$ cat src/rtl/tks_pkg.sv
// ----------------------------------------------------------------------------
// tks_pkg
// Shared types and constants for the streaming top-k score selector.
// ----------------------------------------------------------------------------
`default_nettype none

package tks_pkg;

  // signed Q16.16 score
  typedef logic signed [31:0] score_t;

  // register index of top_count in the configuration map
  localparam logic REG_TOP_COUNT = 1'b0;

  localparam logic [3:0] TOP_COUNT_RESET = 4'd5;

  // control for the keep row
  typedef struct packed {
    logic insert;   // new score enters the sorted row
    logic clear;    // row empties after this item
  } keep_ctl_t;

  // control for the drain row
  typedef struct packed {
    logic load;     // snapshot of the sorted row is taken
    logic shift;    // head entry is taken, row moves one place forward
  } drain_ctl_t;

endpackage

`default_nettype wire

$ cat src/rtl/tks_keep_cell.sv
// ----------------------------------------------------------------------------
// tks_keep_cell
// One slot of the sorted insertion row: compares the incoming score with
// its own and either holds, takes the new score or takes its left neighbor.
// ----------------------------------------------------------------------------
`default_nettype none

module tks_keep_cell #(
  parameter int IDX_W = 10
) (
  input  wire logic                 clk,
  input  wire logic                 rst_n,
  input  wire tks_pkg::keep_ctl_t   ctl,
  input  wire tks_pkg::score_t      new_score,
  input  wire logic [IDX_W-1:0]     new_pos,
  // left neighbor (higher rank), current contents
  input  wire logic                 left_valid,
  input  wire logic                 left_beats,
  input  wire tks_pkg::score_t      left_score,
  input  wire logic [IDX_W-1:0]     left_pos,
  // own contents
  output logic                      valid,
  output logic                      beats,
  output tks_pkg::score_t           score,
  output logic [IDX_W-1:0]          pos,
  // contents after this item's insertion, before clearing
  output logic                      valid_nxt,
  output tks_pkg::score_t           score_nxt,
  output logic [IDX_W-1:0]          pos_nxt
);
  import tks_pkg::*;

  logic             valid_r;
  score_t           score_r;
  logic [IDX_W-1:0] pos_r;

  // strictly greater wins; ties keep the earlier position
  assign beats = !valid_r || (new_score > score_r);

  // insertion: shift in from the left or take the new score
  always_comb begin
    valid_nxt = valid_r;
    score_nxt = score_r;
    pos_nxt   = pos_r;
    if (ctl.insert && beats) begin
      if (left_beats) begin
        // an empty left slot hands over an empty entry
        valid_nxt = left_valid;
        score_nxt = left_score;
        pos_nxt   = left_pos;
      end else begin
        valid_nxt = 1'b1;
        score_nxt = new_score;
        pos_nxt   = new_pos;
      end
    end
  end

  always_ff @(posedge clk) begin
    if (!rst_n) begin
      valid_r <= 1'b0;
    end else if (ctl.clear) begin
      valid_r <= 1'b0;
    end else begin
      valid_r <= valid_nxt;
    end
  end

  always_ff @(posedge clk) begin
    score_r <= score_nxt;
    pos_r   <= pos_nxt;
  end

  assign valid = valid_r;
  assign score = score_r;
  assign pos   = pos_r;

endmodule

`default_nettype wire

$ cat src/rtl/tks_drain_cell.sv
// ----------------------------------------------------------------------------
// tks_drain_cell
// One slot of the result row: loads a snapshot of the sorted row and moves
// toward the head one place per taken result.
// ----------------------------------------------------------------------------
`default_nettype none

module tks_drain_cell #(
  parameter int IDX_W = 10
) (
  input  wire logic                 clk,
  input  wire logic                 rst_n,
  input  wire tks_pkg::drain_ctl_t  ctl,
  input  wire logic                 load_valid,
  input  wire tks_pkg::score_t      load_score,
  input  wire logic [IDX_W-1:0]     load_pos,
  // right neighbor (next lower rank)
  input  wire logic                 right_valid,
  input  wire tks_pkg::score_t      right_score,
  input  wire logic [IDX_W-1:0]     right_pos,
  output logic                      valid,
  output tks_pkg::score_t           score,
  output logic [IDX_W-1:0]          pos
);
  import tks_pkg::*;

  logic             valid_r;
  score_t           score_r;
  logic [IDX_W-1:0] pos_r;

  always_ff @(posedge clk) begin
    if (!rst_n) begin
      valid_r <= 1'b0;
    end else if (ctl.load) begin
      valid_r <= load_valid;
    end else if (ctl.shift) begin
      valid_r <= right_valid;
    end
  end

  always_ff @(posedge clk) begin
    if (ctl.load) begin
      score_r <= load_score;
      pos_r   <= load_pos;
    end else if (ctl.shift) begin
      score_r <= right_score;
      pos_r   <= right_pos;
    end
  end

  assign valid = valid_r;
  assign score = score_r;
  assign pos   = pos_r;

endmodule

`default_nettype wire

$ cat src/rtl/top_k_score_select.sv
// ----------------------------------------------------------------------------
// top_k_score_select
// Streaming top-k selector: keeps the best scores of a vector in a sorted
// row of compare-and-shift cells and reports them, best first, at its end.
// ----------------------------------------------------------------------------
//  channel  | ports                                   | direction
//  ---------+-----------------------------------------+----------
//  in       | in_valid, in_stall, in_score,           | input item
//           | in_final_item                           |
//  out      | out_valid, out_stall, out_class_index,  | result item
//           | out_class_score, out_rank_last          |
//  cfg      | cfg_psel .. cfg_pready (APB-style)      | register
//
//  One item is accepted per cycle while in_stall is low; insertion into the sorted row
//  is done in the accept cycle by all cells in parallel.
//  A final item snapshots the row into the result row; results leave one
//  per cycle from its head while out_stall is low.
//  A final item is stalled only while results of the previous vector are
//  still queued; other items keep flowing during draining.
//  Synchronous active-low reset empties both rows and sets top_count to 5.
// ----------------------------------------------------------------------------
`default_nettype none

module top_k_score_select #(
  parameter int MAX_KEEP  = 8,
  parameter int MAX_ITEMS = 1024,
  parameter int IDX_W     = $clog2(MAX_ITEMS)
) (
  input  wire logic                clk,
  input  wire logic                rst_n,
  // input channel
  input  wire logic                in_valid,
  output logic                     in_stall,
  input  wire tks_pkg::score_t     in_score,
  input  wire logic                in_final_item,
  // result channel
  output logic                     out_valid,
  input  wire logic                out_stall,
  output logic [IDX_W-1:0]         out_class_index,
  output tks_pkg::score_t          out_class_score,
  output logic                     out_rank_last,
  // configuration port
  input  wire logic                cfg_psel,
  input  wire logic                cfg_penable,
  input  wire logic                cfg_pwrite,
  input  wire logic [2:0]          cfg_paddr,
  input  wire logic [31:0]         cfg_pwdata,
  output logic [31:0]              cfg_prdata,
  output logic                     cfg_pready
);
  import tks_pkg::*;

  localparam int CNT_W = IDX_W + 1;

  // configuration register
  logic [3:0] top_count_r;
  logic       cfg_wr;

  assign cfg_pready = 1'b1;
  assign cfg_wr     = cfg_psel && cfg_penable && cfg_pwrite &&
                      (cfg_paddr[2] == REG_TOP_COUNT);

  always_ff @(posedge clk) begin
    if (!rst_n) begin
      top_count_r <= TOP_COUNT_RESET;
    end else if (cfg_wr) begin
      top_count_r <= cfg_pwdata[3:0];
    end
  end

  assign cfg_prdata = (cfg_paddr[2] == REG_TOP_COUNT) ? {28'd0, top_count_r} : 32'd0;

  // input handshake and position counter
  logic             in_acc;
  logic [CNT_W-1:0] pos_cnt_r;
  logic             in_range;
  logic             d_valid [MAX_KEEP+1];

  assign in_stall = d_valid[0] && in_final_item;
  assign in_acc   = in_valid && !in_stall;
  assign in_range = (pos_cnt_r != CNT_W'(MAX_ITEMS));

  always_ff @(posedge clk) begin
    if (!rst_n) begin
      pos_cnt_r <= '0;
    end else if (in_acc) begin
      if (in_final_item) begin
        pos_cnt_r <= '0;
      end else if (in_range) begin
        pos_cnt_r <= pos_cnt_r + CNT_W'(1);
      end
    end
  end

  keep_ctl_t  kctl;
  drain_ctl_t dctl;

  assign kctl.insert = in_acc && in_range;
  assign kctl.clear  = in_acc && in_final_item;
  assign dctl.load   = in_acc && in_final_item;
  assign dctl.shift  = out_valid && !out_stall;

  // keep row: cell 0 holds the best entry (slot 1 of the k_* arrays)
  logic             k_valid [MAX_KEEP+1];
  logic             k_beats [MAX_KEEP+1];
  score_t           k_score [MAX_KEEP+1];
  logic [IDX_W-1:0] k_pos   [MAX_KEEP+1];
  logic             kn_valid [MAX_KEEP];
  score_t           kn_score [MAX_KEEP];
  logic [IDX_W-1:0] kn_pos   [MAX_KEEP];

  score_t           d_score [MAX_KEEP+1];
  logic [IDX_W-1:0] d_pos   [MAX_KEEP+1];

  // slot 0 of the k_* arrays is the left border, which never beats
  assign k_valid[0] = 1'b1;
  assign k_beats[0] = 1'b0;
  assign k_score[0] = '0;
  assign k_pos[0]   = '0;
  // slot MAX_KEEP of the d_* arrays is the empty right border
  assign d_valid[MAX_KEEP] = 1'b0;
  assign d_score[MAX_KEEP] = '0;
  assign d_pos[MAX_KEEP]   = '0;

  for (genvar i = 0; i < MAX_KEEP; i++) begin : g_cell
    logic keep_en;

    tks_keep_cell #(.IDX_W(IDX_W)) u_keep (
      .clk        (clk),
      .rst_n      (rst_n),
      .ctl        (kctl),
      .new_score  (in_score),
      .new_pos    (pos_cnt_r[IDX_W-1:0]),
      .left_valid (k_valid[i]),
      .left_beats (k_beats[i]),
      .left_score (k_score[i]),
      .left_pos   (k_pos[i]),
      .valid      (k_valid[i+1]),
      .beats      (k_beats[i+1]),
      .score      (k_score[i+1]),
      .pos        (k_pos[i+1]),
      .valid_nxt  (kn_valid[i]),
      .score_nxt  (kn_score[i]),
      .pos_nxt    (kn_pos[i])
    );

    // only the first top_count entries are reported; zero acts as one
    assign keep_en = kn_valid[i] && ((i == 0) || ({28'd0, top_count_r} > 32'(i)));

    tks_drain_cell #(.IDX_W(IDX_W)) u_drain (
      .clk         (clk),
      .rst_n       (rst_n),
      .ctl         (dctl),
      .load_valid  (keep_en),
      .load_score  (kn_score[i]),
      .load_pos    (kn_pos[i]),
      .right_valid (d_valid[i+1]),
      .right_score (d_score[i+1]),
      .right_pos   (d_pos[i+1]),
      .valid       (d_valid[i]),
      .score       (d_score[i]),
      .pos         (d_pos[i])
    );
  end

  // head of the result row drives the output channel
  assign out_valid       = d_valid[0];
  assign out_class_index = d_pos[0];
  assign out_class_score = d_score[0];
  assign out_rank_last   = !d_valid[1];

endmodule

`default_nettype wire

$ cat config.mk
export PLATFORM = sky130hd
export DESIGN_NAME = top_k_score_select
export DESIGN_NICKNAME = d
export VERILOG_FILES = /design/src/rtl/tks_pkg.sv /design/src/rtl/tks_keep_cell.sv /design/src/rtl/tks_drain_cell.sv /design/src/rtl/top_k_score_select.sv
export SDC_FILE = /design/constraint.sdc
export NUM_CORES = 2
export LEC_CHECK = 0
export ABC_CLOCK_PERIOD_IN_PS = 21900
export BUFFER_PORTS_ARGS = -buffer_cell sky130_fd_sc_hd__buf_4
export CAP_MARGIN = 20
export CORE_MARGIN = 2
export CORE_UTILIZATION = 30
export CTS_CLUSTER_DIAMETER = 80
export CTS_CLUSTER_SIZE = 28
export DETAILED_ROUTE_END_ITERATION = 6
export PLACE_DENSITY = 0.46
export SYNTH_ARGS = -nofsm -noshare
export SYNTH_HDL_FRONTEND = slang
export SYNTH_SLANG_ARGS = --single-unit
export TNS_END_PERCENT = 1
$ cat constraint.sdc
create_clock -name clk -period 21.9 [get_ports clk]
set_input_delay 2.19 -clock clk [delete_from_list [all_inputs] [get_ports clk]]
set_output_delay 2.19 -clock clk [all_outputs]
set_load 0.02 [all_outputs]
Word level (Yosys, flattened, before mapping)
Cells that the tools add are included.
- output and inout bits: 78
- logic and storage cells: 211
- input port bits: 75
- flip-flop bits (word level): 703
- bitwise gates (word level): 2
- mux-type cells: 96
- equality and inequality tests: 1
- order comparisons: 15
- add/subtract/negate cells: 1
- reduce and logical (&&, ||, !) cells: 46
- operator list (operator ; number):
    $mux 32 ; 31
    $mux 10 ; 31
    $gt 32x32->1 ; 8
    $mux 1 ; 31
    $logic_and 1x1->1 ; 23
    $mux 11 ; 2
    $gt 4x3->1 const B ; 4
    $add 11x1->11 const B ; 1
    $logic_not 1->1 ; 11
    $ne 11x11->1 const B ; 1
    $gt 4x2->1 const B ; 2
    $logic_or 1x1->1 ; 8
    $gt 4x1->1 const B ; 1
    $mux 4 ; 1
    $reduce_bool 2->1 ; 2
    $not 1->1 ; 2
    $reduce_and 2->1 ; 1
    $reduce_or 2->1 ; 1

Logic depth before layout (Yosys ltp)
- depth after elaboration: 8
- depth in mapped cells: 14
- mapped depth without buffers: 10

Hierarchy
From an unflattened synthesis, not the netlist that was laid out.
- cells, all modules: 3030
- area total of the unflattened synthesis: 39166.3 um2
- modules (own cells, without submodules) (module ; instances ; cells an instance ; area an instance (um2) ; seq. area each (um2)):
    tks_keep_cell ; 8 ; 267 ; 2728.9 ; 860.8
    tks_drain_cell ; 8 ; 94 ; 2021.9 ; 1281.2
    top_k_score_select ; 1 ; 142 ; 1159.9 ; 300.3

Worst setup path after synthesis
OpenSTA, ideal clock, no wires.
- path type: input to register
- start: in in_valid
- end: reg g_cell[2].u_drain.valid_r
- slack: 9113 ps
- stages on the path: 5
- arrival time: 12603 ps
- path buffers: 1
- required time: 21716 ps
- library setup time: 184 ps
- path through: nand3_1 o21ai_1 clkbuf_1 o21ai_0 a31oi_1
- longest elaborated chain between the ends: 6
- elaborated cells between the ends (all ways): 8
- those cells by class: 2 x mux; 6 x reduce/logical
- ends and longest elaborated chain (item ; RTL line ; source):
    start, declared ; top_k_score_select.sv:32 ; input wire logic in_valid,
    $logic_and 1x1->1 * ; top_k_score_select.sv:80 ; assign in_acc = in_valid && !in_stall;
    $logic_and 1x1->1 ; top_k_score_select.sv:98 ; assign kctl.insert = in_acc && in_range;
    $logic_and 1x1->1 ; tks_keep_cell.sv:45 ; if (ctl.insert && beats) begin
    $mux 1 ; tks_keep_cell.sv:45 ;
    $logic_and 1x1->1 ; top_k_score_select.sv:148 ; assign keep_en = kn_valid[i] && ((i == 0) || ({28'd0, top_count_r} > 32'(i)));
    $mux 1 ; tks_drain_cell.sv:34 ; end else if (ctl.load) begin
    end signal, assigned ; tks_drain_cell.sv:35 ; valid_r <= load_valid;
    end signal, assigned ; tks_drain_cell.sv:37 ; valid_r <= right_valid;
    end, declared ; tks_drain_cell.sv:27 ; logic valid_r;
Every way passes the cells marked *; elsewhere a longest branch is shown, timed or not.
A chain may end at the register's enable or synchronous reset.

Final worst setup path
- start: in in_score[31]
- end: reg g_cell[3].u_drain.score_r[19] (data pin)
- longest elaborated chain between the ends: 5
- elaborated cells between the ends (all ways): 8
- those cells by class: 2 x order compare; 3 x mux; 3 x reduce/logical
- ends and longest elaborated chain (item ; RTL line ; source):
    start, declared ; top_k_score_select.sv:34 ; input wire tks_pkg::score_t in_score,
    $gt 32x32->1 ; tks_keep_cell.sv:38 ; assign beats = !valid_r || (new_score > score_r);
    $logic_or 1x1->1 ; tks_keep_cell.sv:38 ;
    $mux 32 or $logic_and 1x1->1 (tied branches) ; tks_keep_cell.sv:46, tks_keep_cell.sv:45 ;
    $mux 32 * ; tks_keep_cell.sv:45 ;
    $mux 32 * ; tks_drain_cell.sv:42 ; if (ctl.load) begin
    end signal, assigned ; tks_drain_cell.sv:43 ; score_r <= load_score;
    end signal, assigned ; tks_drain_cell.sv:46 ; score_r <= right_score;
    end, declared ; tks_drain_cell.sv:28 ; score_t score_r;
Marked as above.

==> out/qor.csv <==
stage,metric,value,unit
layout,diodes inserted,0,
worst_setup_path,Critical R2R Capture,g_cell[0].u_drain.pos[9]$_DFFE_PP_,
logic_synthesis,adder-cell share of the synthesized area,0.08639,
timing,clk_skew,0.05289,ns
cts,worst skew pair latency,0.68,ns
layout,area grow syn2layout,8.950,%
detailed_routing,drt wl/cell,20.71,um
cts,CTS buffer count,45,
logic_synthesis,Netlist cell types,74,
floorplanning,Die ar.,127400,sq um
timing,Fin. Hold Viols,0,
timing,worst setup margin,15.34,ns
cts,CTS tree,built,
cts,Max Root-Sink Buffers,3,
detailed_routing,Detailed Route Iter0 Violations,2094,
timing,RSZ-0062 raised after global routing,no,
logic_synthesis,synth warn,0,
floorplanning,starting density of the core,0.3022,
floorplanning,Die X,356.9,um
floorplanning,row count,129,
layout,final net count,4176,
cts,clk slew on worst S/H paths,0.10,ns
placed_design,Post-DP HPWL,73.21,mm
power_and_ir_drop,Pleak,0.01686,uW
logic_synthesis,simple-gate area share of the yosys netlist,0.1241,
cts,# resized after CTS,0,
layout,Fill cells,12850,
power_and_ir_drop,Pwr per Cell Area,101.2,nW/um^2
flow_run,total of max-cap violations,0,
worst_setup_path,R2R cell count,11,
logic_synthesis,top cell type by total area after synthesis,edfxtp_1,
detailed_routing,drt pass-1 iters,6,
layout,layout cells sized above 1,0.07579,
logic_synthesis,sequential element share of the synthesized area,0.4666,
worst_setup_path,WP data required,22.39,ns
global_routing,vias in the first global route,27250,
placed_design,DP Worst Slack,14.62,ns
logic_synthesis,Post-synth EDFFs,336,
timing,final period utilization,0.2995,
hold_path,worst hold path depth,2,
cts,Post-CTS Setup Inserts,0,
placed_design,PortBufs,93,
logic_synthesis,flop and latch count out of synthesis,703,
worst_setup_path,CP arrival,7.05,ns
global_routing,GRT Residual Overflow,0,
placed_design,placed standard-cell area,39090,sq um
layout,cell area after layout,40710,sq um
timing,Max Clk Rate,152.5,MHz
logic_synthesis,post-synthesis compound-gate area fraction,0.1632,
cts,clock sink count,703,
timing,setup TNS,0,ns
power_and_ir_drop,VDD IR-drop max,0.05940,mV
worst_setup_path,flop-to-flop setup slack,16.65,ns
placed_design,RePlAce Congestion,0.8196,
worst_setup_path,CP Launch Type,input port,
logic_synthesis,main flop type after synthesis,dfxtp_1,
global_routing,gr usage total,0.1772,
cts,Root Driver,clkbuf_16,
detailed_routing,# DRC,0,
floorplanning,I/O pin cnt,153,
logic_synthesis,synth top area cells,"edfxtp_1 27%, dfxtp_1 20%, ha_1 8.6%",
worst_setup_path,Worst R2R Start,g_cell[0].u_keep.score[31]$_DFF_P_,
worst_setup_path,crit-path cells,buf_4 -> ha_1 -> nand4_2 -> or4_1 -> a21oi_1 -> nor3b_2 -> o211ai_4 -> buf_4 -> mux2_2 -> o21ai_0,
worst_setup_path,CP Capture Type,flop,
global_routing,antenna violations before repair,2,
hold_path,Hold Crit Start,g_cell[0].u_keep.pos[3]$_DFF_P_,
logic_synthesis,synthesized area,37370,sq um
logic_synthesis,Mapped Cells,3976,
global_routing,largest net degree at the start of global routing,179,
logic_synthesis,xor and xnor area share after synthesis,0.002344,
layout,Final Non-Filler Cells,5516,
floorplanning,die height,356.9,um
global_routing,first-pass GRT wire length,173.5,mm
logic_synthesis,fraction of registers with async set/reset,0,
timing,Slew headroom,0.2428,
worst_setup_path,"Top cell by count, worst path",buf_4,
detailed_routing,post-route antenna net violation count,0,
timing,Slew Limit Fails,0,
detailed_routing,drt total wl,114.2,mm
cts,H-Tree Depth,2,
worst_setup_path,maximum fanout along the worst path,56,
detailed_routing,via/cell ratio,5.123,
floorplanning,core area,123600,sq um
run_status,status,completed,
worst_setup_path,"Slowest-stage cell, CP",or4_1,
cts,# hold bufs at CTS,0,
worst_setup_path,critical path class,in -> reg,
hold_path,min-delay worst type,reg -> reg,
logic_synthesis,mux contribution to synthesized area,0.08177,
logic_synthesis,largest family of logic cells by synthesized area,compound AO/OA/AOI/OAI gates,
worst_setup_path,CP peak stage delay,0.86,ns
timing,Setup Viol. Count Final,0,
logic_synthesis,"Avg Cell Area, Syn",9.398,sq um
logic_synthesis,top-area cell type share of the netlist area,0.2700,
detailed_routing,Via Count,28260,
placed_design,placed cell count,5433,
hold_path,Hold Path Sink,g_cell[0].u_keep.pos[3]$_DFF_P_,
timing,Slew @ Worst Pin,1.136,ns
timing,min cycle time layout,6.558,ns
worst max-delay path: cells and delay by family:
family                   cells  cell delay (ns)
AND/OR/NAND/NOR              3             1.39
AO/OA/AOI/OAI                3             1.39
adder cells (fa/ha/maj)      1             0.68
multiplexers                 1             0.42
buffers and inverters        2             0.91
stage by stage:
step	hold slack, ns	total power (uW)	util
floorplan	0.4345	2775	-
global placement	0.4503	3137	0.3162
detailed placement	0.4579	3156	0.3162
CTS	0.4758	4166	0.3293
global route	0.4998	4413	0.3293
finish	0.4721	4119	0.3293
flip-flops by register name (all words and copies together) (netlist names):
| signal | count |
|---|---|
| g_cell.u_keep.valid | 8 |
| g_cell.u_drain.valid | 8 |
| g_cell.u_keep.score | 256 |
| pos_cnt_r | 11 |
| g_cell.u_drain.pos | 80 |
| g_cell.u_keep.pos | 80 |
| top_count_r | 4 |
| g_cell.u_drain.score | 256 |
Yosys cell counts (107+ instances only):
cell	count
nand2_1	529
mux2i_1	255
o21ai_0	182
inv_1	300
nor2_1	227
ha_1	258
clkbuf_1	194
edfxtp_1	336
a21oi_1	320
o211ai_1	107
dfxtp_1	367
nand3_1	153
placed cells by master (no fill, tap or decap), types with 5 or more instances in the layout:
cell,netlist,layout
nor3_1,16,15
nand4_1,50,50
edfxtp_1,336,336
a211oi_1,48,48
nor2b_1,19,18
a211o_1,5,5
a221oi_1,7,7
nand2b_1,8,6
o21ai_1,19,16
o21ai_0,182,182
xor2_1,8,8
conb_1,2,29
buf_4,78,132
a22oi_1,31,31
mux2i_1,255,255
o22ai_1,76,76
nand3_1,153,150
inv_1,300,300
o2bb2ai_1,12,12
inv_6,0,6
a2111oi_0,5,5
a21o_1,27,27
and4_1,8,8
ha_1,258,258
nand2_1,529,525
nor4_1,10,10
mux2_2,38,38
clkinv_8,0,10
a21oi_1,320,320
a31oi_1,87,86
o31a_1,34,34
mux2_4,5,5
or3_1,19,17
clkbuf_16,0,46
nor2_1,227,224
o211ai_1,107,107
dfxtp_1,367,367
and3_1,7,5
area by class of cell:
type | instances | area [sq um] | area share
clock buffers | 52 | 1194 | 0.02932
clock inverters | 31 | 424.2 | 0.01042
inverters | 300 | 1126 | 0.02766
multi-input cells | 2657 | 17410 | 0.4277
flip-flops and latches | 703 | 17440 | 0.4283
well taps | 1637 | 2048 | 0.05031
repair buffers | 136 | 1071 | 0.02631
how the worst max path moves through the flow:
stage | start | slack (ns) | cells past startpoint | to
6_report | in_score[31] | 15.34 | 10 | g_cell[3].u_drain.score[19]$_DFFE_PP_
5_1_grt | in_score[31] | 15.16 | 10 | g_cell[3].u_drain.score[20]$_DFFE_PP_
4_1_cts | in_score[31] | 15.34 | 10 | g_cell[3].u_drain.score[19]$_DFFE_PP_
3_5_place_dp | in_score[31] | 14.62 | 10 | g_cell[3].u_drain.score[19]$_DFFE_PP_
3_3_place_gp | in_score[31] | 14.65 | 10 | g_cell[3].u_drain.score[20]$_DFFE_PP_
2_1_floorplan | in_valid | 9.11 | 5 | g_cell[2].u_drain.valid$_SDFFE_PN0P_
report_power, final:
group          total, uW  switching, uW  leakage (uW)  internal (uW)
Clock                997            558      0.000771            438
Sequential          1860            178       0.00626           1680
Combinational       1260            791       0.00982            474
Total               4120           1530        0.0169           2590
metal layers:
metal / routed length [um] / global-route usage
met1: 55400 / 0.2526
met2: 52080 / 0.2886
met3: 4650 / 0.02041
met4: 2088 / 0.03529
met5: 13 / 0
cells by family after synthesis:
group,after synthesis
AND/OR/NAND/NOR,1067
AO/OA/AOI/OAI,995
flip-flops,703
buffers and inverters,643
multiplexers,298
adder cells (fa/ha/maj),258
XOR/XNOR,10
other,2
Note: power is estimated with default switching activity, not from simulation.
